<file path="config.mk">
export PLATFORM = sky130hd
export DESIGN_NAME = bmp24_to_rgb565_blitter_core
export DESIGN_NICKNAME = d
export VERILOG_FILES = /design/src/rtl/core/btr_pkg.sv /design/src/rtl/core/bmp24_to_rgb565_blitter_core.sv /design/src/rtl/core/btr_front.sv /design/src/rtl/core/btr_queue.sv /design/src/rtl/core/btr_back.sv
export SDC_FILE = /design/constraint.sdc
export NUM_CORES = 1
export LEC_CHECK = 0
export BUFFER_PORTS_ARGS = -buffer_cell sky130_fd_sc_hd__clkbuf_2
export CORE_MARGIN = 3
export CORE_UTILIZATION = 30
export DETAILED_ROUTE_END_ITERATION = 10
export PLACE_DENSITY = 0.44
export SKIP_LAST_GASP = 1
export SYNTH_ARGS = -nofsm -noshare
export SYNTH_HDL_FRONTEND = slang
export SYNTH_HIERARCHICAL = 1
export SYNTH_SLANG_ARGS = --single-unit
</file>
<file path="constraint.sdc">
create_clock -name clk -period 9.1 [get_ports clk]
set_clock_uncertainty 0.1 [all_clocks]
set_input_delay 1.365 -clock clk [delete_from_list [all_inputs] [get_ports clk]]
set_output_delay 1.365 -clock clk [all_outputs]
set_load 0.01 [all_outputs]
</file>
<file path="src/rtl/core/btr_pkg.sv">
// Shared types and constants for the BMP24 to RGB565 blitter.
// No dependencies; imported by every module of the block but btr_checker.
`default_nettype none

package btr_pkg;

  localparam int unsigned MAX_SCREEN_SIDE = 1024;
  localparam int unsigned PIXEL_DATA_START = 54;
  localparam int unsigned QUEUE_DEPTH = 4;
  localparam int unsigned QUEUE_PTR_W = $clog2(QUEUE_DEPTH);

  localparam logic [7:0] RED_MASK = 8'hF8;
  localparam logic [7:0] GREEN_MASK = 8'hFC;
  localparam logic [7:0] KEY_LEVEL = 8'd255;

  localparam logic [5:0] HDR_WIDTH_LO = 6'd18;
  localparam logic [5:0] HDR_WIDTH_HI = 6'd19;
  localparam logic [5:0] HDR_HEIGHT_LO = 6'd22;
  localparam logic [5:0] HDR_HEIGHT_HI = 6'd23;

  typedef enum logic [1:0] {
    REG_SCREEN_WIDTH  = 2'd0,
    REG_SCREEN_HEIGHT = 2'd1,
    REG_X_ORIGIN      = 2'd2,
    REG_Y_ORIGIN      = 2'd3
  } btr_reg_t;

  // One opaque pixel waiting to be placed.
  typedef struct packed {
    logic [15:0] color;       // byte-swapped RGB565
    logic [15:0] column;      // image column
    logic [15:0] row_offset;  // image rows below the top row
  } btr_job_t;

  typedef struct packed {
    logic [10:0] screen_width;
    logic [10:0] screen_height;
    logic [10:0] x_origin;
    logic [10:0] y_origin;
  } btr_cfg_t;

  typedef struct packed {
    logic full;
    logic empty;
  } btr_qstat_t;

  function automatic logic [10:0] clamp_side(input logic [10:0] v);
    logic [10:0] lim;
    lim = 11'(MAX_SCREEN_SIDE);
    return (v > lim) ? lim : v;
  endfunction

endpackage

`default_nettype wire

</file>
<file path="src/rtl/core/bmp24_to_rgb565_blitter_core.sv">
// Top level of the BMP24 to RGB565 blitter: config registers and the
// parser / queue / placement pipeline. Depends on btr_pkg, btr_front,
// btr_queue and btr_back.
//
// Usage:
//   Input channel (in_valid / in_stall, payload in_byte, file_start) carries
//   the bytes of a 24-bit BMP file, one byte per transfer. Raise file_start
//   on the first byte of each file to restart header parsing.
//   Output channel (out_valid / out_stall) carries one framebuffer write per
//   visible, non-white pixel: pixel_column, pixel_row, write_address and the
//   byte-swapped RGB565 pixel_color.
//   Throughput: one byte per cycle sustained; in_stall rises only when the
//   four-entry job queue is full, which happens only while the output is
//   stalled.
//   Path: a pixel's write passes the queue slot (written on the transfer of
//   its red byte), then the clip stage, then the output register.
//   Reset (rst, synchronous) clears the parse state, empties the queue and
//   pipeline, and loads screen 240x320 with origin (0,0).
//   A stalled output holds its payload; the clip stage then holds a visible
//   job, and the input keeps taking bytes until the queue fills.
//   Config writes through the APB port are meant for idle periods only.
`default_nettype none

module bmp24_to_rgb565_blitter_core
  import btr_pkg::*;
(
  input  wire logic        clk,
  input  wire logic        rst,
  // byte input
  input  wire logic        in_valid,
  output logic             in_stall,
  input  wire logic [7:0]  in_byte,
  input  wire logic        file_start,
  // pixel write output
  output logic             out_valid,
  input  wire logic        out_stall,
  output logic [9:0]       pixel_column,
  output logic [9:0]       pixel_row,
  output logic [19:0]      write_address,
  output logic [15:0]      pixel_color,
  // APB config port
  input  wire logic        psel,
  input  wire logic        penable,
  input  wire logic        pwrite,
  input  wire logic [3:0]  paddr,
  input  wire logic [31:0] pwdata,
  output logic [31:0]      prdata,
  output logic             pready
);

  btr_cfg_t   cfg;
  btr_job_t   front_job;
  btr_job_t   head_job;
  btr_qstat_t qstat;
  logic       take;
  logic       push;
  logic       pop;
  logic       cfg_write;
  btr_reg_t   reg_sel;

  assign pready    = 1'b1;
  assign reg_sel   = btr_reg_t'(paddr[3:2]);
  assign cfg_write = psel && penable && pwrite && pready;

  // Config registers; the write lands on the access phase.
  always_ff @(posedge clk) begin
    if (rst) begin
      cfg.screen_width  <= 11'd240;
      cfg.screen_height <= 11'd320;
      cfg.x_origin      <= '0;
      cfg.y_origin      <= '0;
    end else if (cfg_write) begin
      unique case (reg_sel)
        REG_SCREEN_WIDTH:  cfg.screen_width  <= pwdata[10:0];
        REG_SCREEN_HEIGHT: cfg.screen_height <= pwdata[10:0];
        REG_X_ORIGIN:      cfg.x_origin      <= pwdata[10:0];
        REG_Y_ORIGIN:      cfg.y_origin      <= pwdata[10:0];
      endcase
    end
  end

  always_comb begin
    unique case (reg_sel)
      REG_SCREEN_WIDTH:  prdata = {21'b0, cfg.screen_width};
      REG_SCREEN_HEIGHT: prdata = {21'b0, cfg.screen_height};
      REG_X_ORIGIN:      prdata = {21'b0, cfg.x_origin};
      REG_Y_ORIGIN:      prdata = {21'b0, cfg.y_origin};
    endcase
  end

  // Hold input while the queue has no room for a job.
  assign in_stall = qstat.full;
  assign take     = in_valid && !in_stall;

  btr_front u_front (
    .clk        (clk),
    .rst        (rst),
    .take       (take),
    .in_byte    (in_byte),
    .file_start (file_start),
    .job        (front_job),
    .push       (push)
  );

  btr_queue u_queue (
    .clk      (clk),
    .rst      (rst),
    .push     (push),
    .push_job (front_job),
    .pop      (pop),
    .head_job (head_job),
    .status   (qstat)
  );

  btr_back u_back (
    .clk           (clk),
    .rst           (rst),
    .cfg           (cfg),
    .job_avail     (!qstat.empty),
    .job           (head_job),
    .pop           (pop),
    .out_valid     (out_valid),
    .out_stall     (out_stall),
    .pixel_column  (pixel_column),
    .pixel_row     (pixel_row),
    .write_address (write_address),
    .pixel_color   (pixel_color)
  );

endmodule

`default_nettype wire

</file>
<file path="src/rtl/core/btr_front.sv">
// Byte parser: header fields, triplet gathering, row padding, color key.
// Depends on btr_pkg.
`default_nettype none

module btr_front
  import btr_pkg::*;
(
  input  wire logic       clk,
  input  wire logic       rst,
  input  wire logic       take,
  input  wire logic [7:0] in_byte,
  input  wire logic       file_start,
  output btr_job_t        job,
  output logic            push
);

  logic [5:0]  header_position, header_position_next;
  logic [15:0] image_width, image_width_next;
  logic [15:0] image_height, image_height_next;
  logic [15:0] column_count, column_count_next;
  logic [15:0] row_count, row_count_next;
  logic [1:0]  triplet_phase, triplet_phase_next;
  logic [1:0]  padding_left, padding_left_next;
  logic [15:0] held_blue_green, held_blue_green_next;

  logic [15:0] rgb;
  logic [15:0] col_inc;
  logic        is_key;
  logic        red_byte;

  always_comb begin
    // A file start clears the parse state before the byte is used.
    header_position_next = file_start ? '0 : header_position;
    image_width_next     = file_start ? '0 : image_width;
    image_height_next    = file_start ? '0 : image_height;
    column_count_next    = file_start ? '0 : column_count;
    row_count_next       = file_start ? '0 : row_count;
    triplet_phase_next   = file_start ? '0 : triplet_phase;
    padding_left_next    = file_start ? '0 : padding_left;
    held_blue_green_next = file_start ? '0 : held_blue_green;
    red_byte = 1'b0;
    col_inc  = column_count_next + 16'd1;

    if (header_position_next < 6'(PIXEL_DATA_START)) begin
      if (header_position_next == HDR_WIDTH_LO) begin
        image_width_next[7:0] = in_byte;
      end else if (header_position_next == HDR_WIDTH_HI) begin
        image_width_next[15:8] = in_byte;
      end else if (header_position_next == HDR_HEIGHT_LO) begin
        image_height_next[7:0] = in_byte;
      end else if (header_position_next == HDR_HEIGHT_HI) begin
        image_height_next[15:8] = in_byte;
      end
      header_position_next = header_position_next + 6'd1;
    end else if (image_width_next == '0 || row_count_next >= image_height_next) begin
      // Past the image: drop the byte.
    end else if (padding_left_next != '0) begin
      padding_left_next = padding_left_next - 2'd1;
      if (padding_left_next == '0) begin
        column_count_next = '0;
        row_count_next    = row_count_next + 16'd1;
      end
    end else if (triplet_phase_next == 2'd0) begin
      held_blue_green_next[7:0] = in_byte;
      triplet_phase_next = 2'd1;
    end else if (triplet_phase_next == 2'd1) begin
      held_blue_green_next[15:8] = in_byte;
      triplet_phase_next = 2'd2;
    end else begin
      red_byte = 1'b1;
      triplet_phase_next = 2'd0;
      column_count_next  = col_inc;
      if (col_inc == image_width_next) begin
        if (image_width_next[1:0] == 2'd0) begin
          column_count_next = '0;
          row_count_next    = row_count_next + 16'd1;
        end else begin
          padding_left_next = image_width_next[1:0];
        end
      end
    end
  end

  // Job payload is taken from the state as seen by this byte.
  always_comb begin
    logic [15:0] cc;
    logic [15:0] rc;
    logic [15:0] h;
    logic [15:0] bg;
    cc = file_start ? '0 : column_count;
    rc = file_start ? '0 : row_count;
    h  = file_start ? '0 : image_height;
    bg = file_start ? '0 : held_blue_green;
    rgb = {in_byte[7:3] & RED_MASK[7:3], bg[15:10] & GREEN_MASK[7:2], bg[7:3]};
    is_key = (in_byte == KEY_LEVEL) && (bg[15:8] == KEY_LEVEL) && (bg[7:0] == KEY_LEVEL);
    job.color      = {rgb[7:0], rgb[15:8]};
    job.column     = cc;
    job.row_offset = h - 16'd1 - rc;
  end

  assign push = take && red_byte && !is_key;

  always_ff @(posedge clk) begin
    if (rst) begin
      header_position <= '0;
      image_width     <= '0;
      image_height    <= '0;
      column_count    <= '0;
      row_count       <= '0;
      triplet_phase   <= '0;
      padding_left    <= '0;
      held_blue_green <= '0;
    end else if (take) begin
      header_position <= header_position_next;
      image_width     <= image_width_next;
      image_height    <= image_height_next;
      column_count    <= column_count_next;
      row_count       <= row_count_next;
      triplet_phase   <= triplet_phase_next;
      padding_left    <= padding_left_next;
      held_blue_green <= held_blue_green_next;
    end
  end

endmodule

`default_nettype wire

</file>
<file path="src/rtl/core/btr_queue.sv">
// Small job queue between the parser and the placement pipeline.
// Depends on btr_pkg.
`default_nettype none

module btr_queue
  import btr_pkg::*;
(
  input  wire logic     clk,
  input  wire logic     rst,
  input  wire logic     push,
  input  wire btr_job_t push_job,
  input  wire logic     pop,
  output btr_job_t      head_job,
  output btr_qstat_t    status
);

  btr_job_t slots [QUEUE_DEPTH];
  logic [QUEUE_PTR_W-1:0] wr_ptr;
  logic [QUEUE_PTR_W-1:0] rd_ptr;
  logic [QUEUE_PTR_W:0]   count;

  assign status.full  = (count == (QUEUE_PTR_W+1)'(QUEUE_DEPTH));
  assign status.empty = (count == '0);
  assign head_job     = slots[rd_ptr];

  always_ff @(posedge clk) begin
    if (push) begin
      slots[wr_ptr] <= push_job;
    end
  end

  always_ff @(posedge clk) begin
    if (rst) begin
      wr_ptr <= '0;
      rd_ptr <= '0;
      count  <= '0;
    end else begin
      if (push) begin
        wr_ptr <= wr_ptr + QUEUE_PTR_W'(1);
      end
      if (pop) begin
        rd_ptr <= rd_ptr + QUEUE_PTR_W'(1);
      end
      if (push && !pop) begin
        count <= count + (QUEUE_PTR_W+1)'(1);
      end else if (pop && !push) begin
        count <= count - (QUEUE_PTR_W+1)'(1);
      end
    end
  end

endmodule

`default_nettype wire

</file>
<file path="src/rtl/core/btr_back.sv">
// Placement pipeline: origin add and clip, then address and output register.
// Depends on btr_pkg.
`default_nettype none

module btr_back
  import btr_pkg::*;
(
  input  wire logic        clk,
  input  wire logic        rst,
  input  wire btr_cfg_t    cfg,
  input  wire logic        job_avail,
  input  wire btr_job_t    job,
  output logic             pop,
  output logic             out_valid,
  input  wire logic        out_stall,
  output logic [9:0]       pixel_column,
  output logic [9:0]       pixel_row,
  output logic [19:0]      write_address,
  output logic [15:0]      pixel_color
);

  // Clip stage
  logic        a_valid;
  logic        a_visible;
  logic [9:0]  a_col;
  logic [9:0]  a_row;
  logic [10:0] a_stride;
  logic [15:0] a_color;

  logic [10:0] sw;
  logic [10:0] sh;
  logic [17:0] col_s;
  logic [17:0] row_s;
  logic        visible;
  logic        out_ready;
  logic        a_free;
  logic        load_out;
  logic [20:0] row_base;

  assign sw    = clamp_side(cfg.screen_width);
  assign sh    = clamp_side(cfg.screen_height);
  assign col_s = {{7{cfg.x_origin[10]}}, cfg.x_origin} + {2'b00, job.column};
  assign row_s = {{7{cfg.y_origin[10]}}, cfg.y_origin} + {2'b00, job.row_offset};
  assign visible = !col_s[17] && (col_s[16:0] < {6'b0, sw}) &&
                   !row_s[17] && (row_s[16:0] < {6'b0, sh});

  assign out_ready = !out_valid || !out_stall;
  assign load_out  = a_valid && a_visible && out_ready;
  assign a_free    = !a_valid || !a_visible || out_ready;
  assign pop       = job_avail && a_free;

  always_ff @(posedge clk) begin
    if (rst) begin
      a_valid <= 1'b0;
    end else if (a_free) begin
      a_valid <= pop;
    end
  end

  always_ff @(posedge clk) begin
    if (pop) begin
      a_visible <= visible;
      a_col     <= col_s[9:0];
      a_row     <= row_s[9:0];
      a_stride  <= sw;
      a_color   <= job.color;
    end
  end

  assign row_base = {11'b0, a_row} * {10'b0, a_stride};

  always_ff @(posedge clk) begin
    if (rst) begin
      out_valid <= 1'b0;
    end else if (out_ready) begin
      out_valid <= load_out;
    end
  end

  always_ff @(posedge clk) begin
    if (load_out) begin
      pixel_column  <= a_col;
      pixel_row     <= a_row;
      write_address <= row_base[19:0] + {10'b0, a_col};
      pixel_color   <= a_color;
    end
  end

endmodule

`default_nettype wire

</file>
# Word-level counts from Yosys, hierarchy flattened

Memories as Yosys holds them, arrays and structs flattened. A register that Yosys moved wholly into a read port is not among the register bits.
Index checks and enable logic that the tools add are counted.

Order comparisons: 6
Div/mod/pow operators: 0
Reductions and logical operators: 42
Bitwise logic cells: 0
Equal/unequal tests: 13
Shifts and indexed selects: 0
Multiplexer cells: 67
$add $sub $neg: 13
Multipliers: 1

Operator list:

| cell                  | count |
|---|---|
| $mux 16               | 28 |
| $pmux 32 s4           | 1 |
| $mux 8                | 9 |
| $add 11x17->18        | 2 |
| $lt 17x11->1          | 2 |
| $add 16x1->16 const B | 2 |
| $mux 2                | 16 |
| $eq 6x5->1 const B    | 4 |
| $eq 8x8->1 const B    | 3 |
| $gt 11x11->1 const B  | 2 |
| $mux 11               | 2 |
| $add 20x10->20        | 1 |
| $mul 10x11->20        | 1 |
| $eq 16x16->1          | 1 |
| $ge 16x16->1          | 1 |
| $logic_not 16->1      | 1 |
| $sub 16x1->16 const B | 1 |
| $sub 16x16->16        | 1 |
| $logic_and 1x1->1     | 15 |
| $mux 6                | 2 |
| $logic_not 1->1       | 11 |
| $logic_not 2->1       | 4 |
| $reduce_and 2->1      | 4 |
| $mux 1                | 7 |
| 13 further kinds      | 21 |

RAM bits: 192
Bits in latches: 0
Output and inout bits: 91
Input bits: 52
Memory bits (read-only): 0
Word-level logic and storage cells: 169
Memories: 1
Register bits: 247

Memory list:

| memory        | words | bits a word | rd ports | clocked after memory_dff | write ports | RTL line        | source |
|---|---|---|---|---|---|---|---|
| u_queue.slots | 4     | 48          | 1        | 1                        | 1           | btr_queue.sv:17 | `btr_job_t slots [QUEUE_DEPTH];` |

# Depth between registers and ports, before layout

Depth after elaboration: 13
Depth in mapped cells: 22
Gate-level depth less buffers: 21

# Modules after synthesis

Netlist, hierarchy kept.

By module, submodules not included:

| module                       | instances | area each (sq um) | seq. area each (sq um) | cells an instance |
|---|---|---|---|---|
| btr_back                     | 1         | 9135.0            | 3163.0                 | 851 |
| btr_queue                    | 1         | 7347.0            | 5945.7                 | 294 |
| btr_front                    | 1         | 6814.0            | 1801.7                 | 920 |
| bmp24_to_rgb565_blitter_core | 1         | 2294.7            | 880.8                  | 221 |

# Worst setup path after synthesis

No wires, ideal clock.

Kind: in2reg
Start: input file_start
End: memory u_queue/slots[0][0] (netlist bit) (enable)
Data arrival time: 6085 ps
Setup slack: 2505 ps
Library setup time: 410 ps
Buffers on the path: 4
Required time: 8590 ps
Cell stages on the path: 14
Cells stage by stage: buf_2 -> inv_1 -> buf_1 -> clkbuf_1 -> buf_1 -> nand2_1 -> ha_1 -> and4_1 -> a221o_1 -> a221oi_1 -> and2_1 -> nand3_1 -> nor3_1 -> and2_1

Cells in the longest elaborated chain, start to end: 11
Elaborated cells between the ends (all ways): 28
Those cells by class: order compare (2); eq/ne (3); mux (14); reduce/logical (9)

RTL lines:

| what                                                                 | RTL line                           | source |
|---|---|---|
| start, declared                                                      | bmp24_to_rgb565_blitter_core.sv:33 | `input wire logic file_start,` |
| parallel branches: the longest is 8 deep, another holds $ge 16x16->1 | n/a                                |  |
| $logic_and 1x1->1 *                                                  | btr_front.sv:101                   | `assign push = take && red_byte && !is_key;` |
| via push                                                             | bmp24_to_rgb565_blitter_core.sv:56 | `logic push;` |
| $mux 1 *                                                             | btr_queue.sv:27                    | `if (push) begin` |
| $mux 1 (not written as such) *                                       | btr_queue.sv:28                    | `slots[wr_ptr] <= push_job;` |
| end, declared                                                        | btr_queue.sv:17                    |  |

Mark *: on every way through the listed nets, which the timed path passes.

# Worst setup path after layout

Start: input file_start
End: memory u_queue/slots[0][17] (netlist bit) (enable)

The elaborated chain is that of the path after synthesis.

==> impl_summary.log <==
INFO  metric run_status = complete, no violations
INFO  metric drt_drc_violations_left = 0
INFO  metric power_switching_share = 0.221
INFO  metric num-nets-final = 2,637
INFO  metric share_clk_of_total_power = 0.503
INFO  metric endpoint = u_queue/slots[0][17]
INFO  metric worst_slew_margin_rel = 0.197
INFO  metric top_ff_cell_synth = sky130_fd_sc_hd__edfxtp_1
INFO  metric dr_total_vias = 17.5k
INFO  metric r2r.worst_path.cells = 18
INFO  metric yosys_warnings = 6
INFO  metric dpl.hpwl = 49,900 um
INFO  metric layout_min_cycle_time = 6.20 ns
INFO  metric numClockSinks = 441
INFO  metric combinational_share_of_power = 0.027
INFO  metric insertion_delay = 0.64 ns
INFO  metric die_area = 88,800 sq um
INFO  metric ys_ff_latch = 441
INFO  metric number_of_global_route_vias_before_repair = 17.8k
INFO  metric grt_antenna_before_repair = 0
INFO  metric r2r_setup_slack = 3.08 ns
INFO  metric timing.rr.start = u_back/a_row[3]
INFO  metric io_pins = 143
INFO  metric postLayoutCoreUtil = 0.345
INFO  metric root_buffer_master = sky130_fd_sc_hd__clkbuf_16
INFO  metric grt_pass1_wl = 107,000 um
INFO  metric die_w = 298 um
INFO  metric fmaxAchievable = 0.161 GHz
INFO  metric multi_input_comb_area = 12,500 sq um
INFO  metric post_cts_resize_count = 0
INFO  metric fillerInstances = 8,407
INFO  metric power.internal = 3.51 mW
INFO  metric cts_buffers = 53
INFO  metric rsz0062_at_grt = false
INFO  metric final.period_utilization = 0.682
INFO  metric synth_area_leaders = sky130_fd_sc_hd__edfxtp_1 35%, sky130_fd_sc_hd__dfxtp_1 11%, sky130_fd_sc_hd__ha_1 7.3%
INFO  metric antennaDiodeCount = 0
INFO  metric synth_area_per_cell = 11.2 sq um
INFO  metric globalRouteTotalUtil = 0.153
INFO  metric cap_violations = 0
INFO  metric end_kind = flop
INFO  metric worst_ir_drop_vdd = 0.133 mV
INFO  metric cts.clk_slew.worst_paths = 0.06 ns
INFO  metric initial_core_util = 0.304
INFO  metric placeableCoreArea = 84,100 sq um
INFO  metric place.gp.congestion = 0.838
INFO  metric p_sw = 0.995 mW
INFO  metric totalWireLength = 68,900 um
INFO  metric cts_tree = done
INFO  metric seq_area_frac_synth = 0.461
INFO  metric maxSlewViolCount = 0
INFO  metric cp.arrival = 6.38 ns
INFO  metric drt_first_pass_iters = 5
INFO  metric grt-ovfl-total = 0
INFO  metric register_area = 11,800 sq um
INFO  metric transition_time_at_the_pin_with_the_least_slew_margin = 1.19 ns
INFO  metric clock_tree.htree_level_count = 2
INFO  metric r2r-end = u_back/write_address[19]
INFO  metric pwr-share-seq = 0.471
INFO  metric placed_cells = 3,431
INFO  metric total_power = 4.51 mW
INFO  metric clk_path_buf_depth = 3
INFO  metric total_setup_violations_reported_at_the_end_of_the_flow = 0
INFO  metric timing.final.hold_violations = 0
INFO  metric die_height = 298 um
INFO  metric synthCells = 2,286
INFO  metric worst_setup_path_startpoint = file_start
INFO  metric port_buffers = 97
INFO  metric synth_enable_flop_cells = 296
INFO  metric detail-route-antenna-nets = 0
INFO  metric post_synth_instance_area = 25,600 sq um
INFO  metric route.detailed.vias_per_inst = 4.96
INFO  metric number_of_design_rule_violations_left_by_the_first_detailed_router_iteration = 1,098
INFO  metric ctsHoldBuffers = 0
INFO  metric worstSetupPathType = input pin to flop
INFO  metric worst_hold_path_type = flop to flop
INFO  metric postSynth.asyncResetShare = 0
INFO  metric fraction_of_layout_cells_with_a_size_suffix_above_1 = 0.130
INFO  metric placementRows = 106
INFO  metric wl_per_cell = 19.5 um
INFO  metric path_max_fanout = 30
INFO  metric fin_tns_setup = 0 ns
INFO  metric area_delta_synth_final = 13.2%
INFO  metric fin_worst_hold_slack = 0.317 ns
INFO  metric critical_path.startpoint_type = input pin
INFO  metric leakage = 11.3 nW
INFO  metric finalNonFillerCells = 3,531
INFO  metric yosys.cell_types.count = 100
INFO  metric pin_count_of_the_biggest_net_entering_global_routing = 82
INFO  metric power_density = 156 nW/um^2
INFO  metric timing.critical_path.required = 9.28 ns
INFO  metric post_cts.repair.setup_buffers = 0
INFO  metric post-synth-top-area-cell = sky130_fd_sc_hd__edfxtp_1
INFO  metric yosysTopAreaCellShare = 0.347
[worst max-delay path: stages]
cell,delay [ns]
sky130_fd_sc_hd__clkbuf_2,0.09
sky130_fd_sc_hd__inv_1,0.59
sky130_fd_sc_hd__nand2_1,0.35
sky130_fd_sc_hd__inv_1,0.22
sky130_fd_sc_hd__ha_1,0.32
sky130_fd_sc_hd__and4_1,0.27
sky130_fd_sc_hd__a221o_1,0.35
sky130_fd_sc_hd__a221oi_1,0.43
sky130_fd_sc_hd__and2_1,0.27
sky130_fd_sc_hd__nand3_1,0.39
sky130_fd_sc_hd__nor3_1,0.30
sky130_fd_sc_hd__buf_4,0.20
sky130_fd_sc_hd__and2_2,0.74
sky130_fd_sc_hd__buf_4,0.45
[power groups by stage]
stage	clock network [mW]	registers, mW	logic (mW)
2_1_floorplan	0	2.16	0.0857
3_3_place_gp	0	2.17	0.120
3_5_place_dp	0	2.17	0.121
4_1_cts	2.34	2.12	0.121
5_1_grt	2.42	2.12	0.132
6_report	2.27	2.12	0.120
[synth_stat cells, drive strengths merged (8+ instances only)]
master,number
or4,9
a21o,19
ha,150
mux2i,45
a22oi,53
nor3b,8
nor4,15
nor3,33
fa,83
o211ai,8
edfxtp,296
and3,19
nor2b,57
o21a,13
mux4,59
nor2,172
xnor2,57
and2,59
dfxtp,145
clkbuf,72
nand2b,49
nand3,41
nand4,16
a21oi,81
buf,55
nand3b,11
inv,188
nand2,189
or3,9
o21ai,90
a211oi,10
a31oi,19
and4,10
xor2,22
o21bai,11
[cells by family after synthesis]
kind of cell | Yosys count | synth area share
DFF | 441 | 0.461
adders and majority gates | 233 | 0.138
buffers and inverters | 318 | 0.0540
and+or+nand+nor | 723 | 0.148
xor gates and xnor gates | 79 | 0.0270
AOI/OAI and AO/OA | 385 | 0.102
other | 2 | 0.000293
muxes | 105 | 0.0700
[state kept, by name, summed over array words and instances (netlist names), 3 cells and up, named ones only]
signal and flops:
u_front/image_height 16, u_back/a_stride 11, u_back/a_color 16, u_front/row_count 16, u_front/column_count 16, u_queue/count 3, u_front/held_blue_green 16, u_back/pixel_row 10
u_back/pixel_column 10, u_queue/slots 192, u_front/header_position 6, u_back/a_row 10, cfg 44, u_back/write_address 20, u_front/image_width 16, u_back/pixel_color 16
u_back/a_col 10
[layout make-up]
class | instances | area share
flip-flops and latches | 441 | 0.407
repair buffers | 118 | 0.0223
multi-input cells | 1547 | 0.432
clock buffers | 73 | 0.0515
clock inverters | 27 | 0.0136
inverters | 191 | 0.0248
well taps | 1134 | 0.0490
[how the worst min path moves through the flow]
stage | start | end | slack (ns) | depth (start not counted)
3_3_place_gp | u_back/a_color[11] | u_back/pixel_color[11] | 0.30 | 0
3_5_place_dp | u_back/a_color[12] | u_back/pixel_color[12] | 0.30 | 0
4_1_cts | u_back/a_color[12] | u_back/pixel_color[12] | 0.32 | 0
6_report | u_back/a_color[12] | u_back/pixel_color[12] | 0.32 | 0
5_1_grt | u_back/a_color[11] | u_back/pixel_color[11] | 0.33 | 0
2_1_floorplan | u_back/a_color[0] | u_back/pixel_color[0] | 0.30 | 0
[stage by stage]
stage	cell area, sq um	setup WS, ns
5_1_grt	29000	2.47
6_report	29000	2.90
4_1_cts	29000	2.83
2_1_floorplan	25700	2.50
3_3_place_gp	27100	2.20
3_5_place_dp	27100	2.17
[cell usage in the layout (no fill, tap or decap), types with 8 or more instances in the layout]
cell type,count
sky130_fd_sc_hd__ha_1,150
sky130_fd_sc_hd__mux2i_1,45
sky130_fd_sc_hd__nor2_1,171
sky130_fd_sc_hd__dfxtp_1,143
sky130_fd_sc_hd__or3_1,8
sky130_fd_sc_hd__and3_1,18
sky130_fd_sc_hd__nor3b_1,8
sky130_fd_sc_hd__fa_1,83
sky130_fd_sc_hd__a21o_1,19
sky130_fd_sc_hd__clkbuf_1,10
sky130_fd_sc_hd__o21ai_0,82
sky130_fd_sc_hd__and4_1,10
sky130_fd_sc_hd__o21bai_1,11
sky130_fd_sc_hd__xnor2_1,57
sky130_fd_sc_hd__nand2_1,188
sky130_fd_sc_hd__a31oi_1,19
sky130_fd_sc_hd__nand3b_1,11
sky130_fd_sc_hd__mux4_2,59
sky130_fd_sc_hd__o211ai_1,8
sky130_fd_sc_hd__and2_1,54
sky130_fd_sc_hd__nor2b_1,56
sky130_fd_sc_hd__nand2b_1,49
sky130_fd_sc_hd__a211oi_1,9
sky130_fd_sc_hd__inv_1,187
sky130_fd_sc_hd__conb_1,22
sky130_fd_sc_hd__nand3_1,40
sky130_fd_sc_hd__o21a_1,13
sky130_fd_sc_hd__o21ai_1,8
sky130_fd_sc_hd__edfxtp_1,296
sky130_fd_sc_hd__clkbuf_2,99
sky130_fd_sc_hd__nor3_1,30
sky130_fd_sc_hd__nor4_1,13
sky130_fd_sc_hd__a21oi_1,80
sky130_fd_sc_hd__buf_4,22
sky130_fd_sc_hd__xor2_1,22
sky130_fd_sc_hd__clkbuf_16,55
sky130_fd_sc_hd__a22oi_1,53
sky130_fd_sc_hd__nand4_1,14
[per-layer routing]
metal	vias to the layer above	GRT usage	share of wire
li1	8286	-	-
met1	8731	0.195	0.44
met2	382	0.267	0.49
met3	105	0.0235	0.040
met4	0	0.0486	0.030
met5	-	0	0
(Power assumes the default switching activity.)
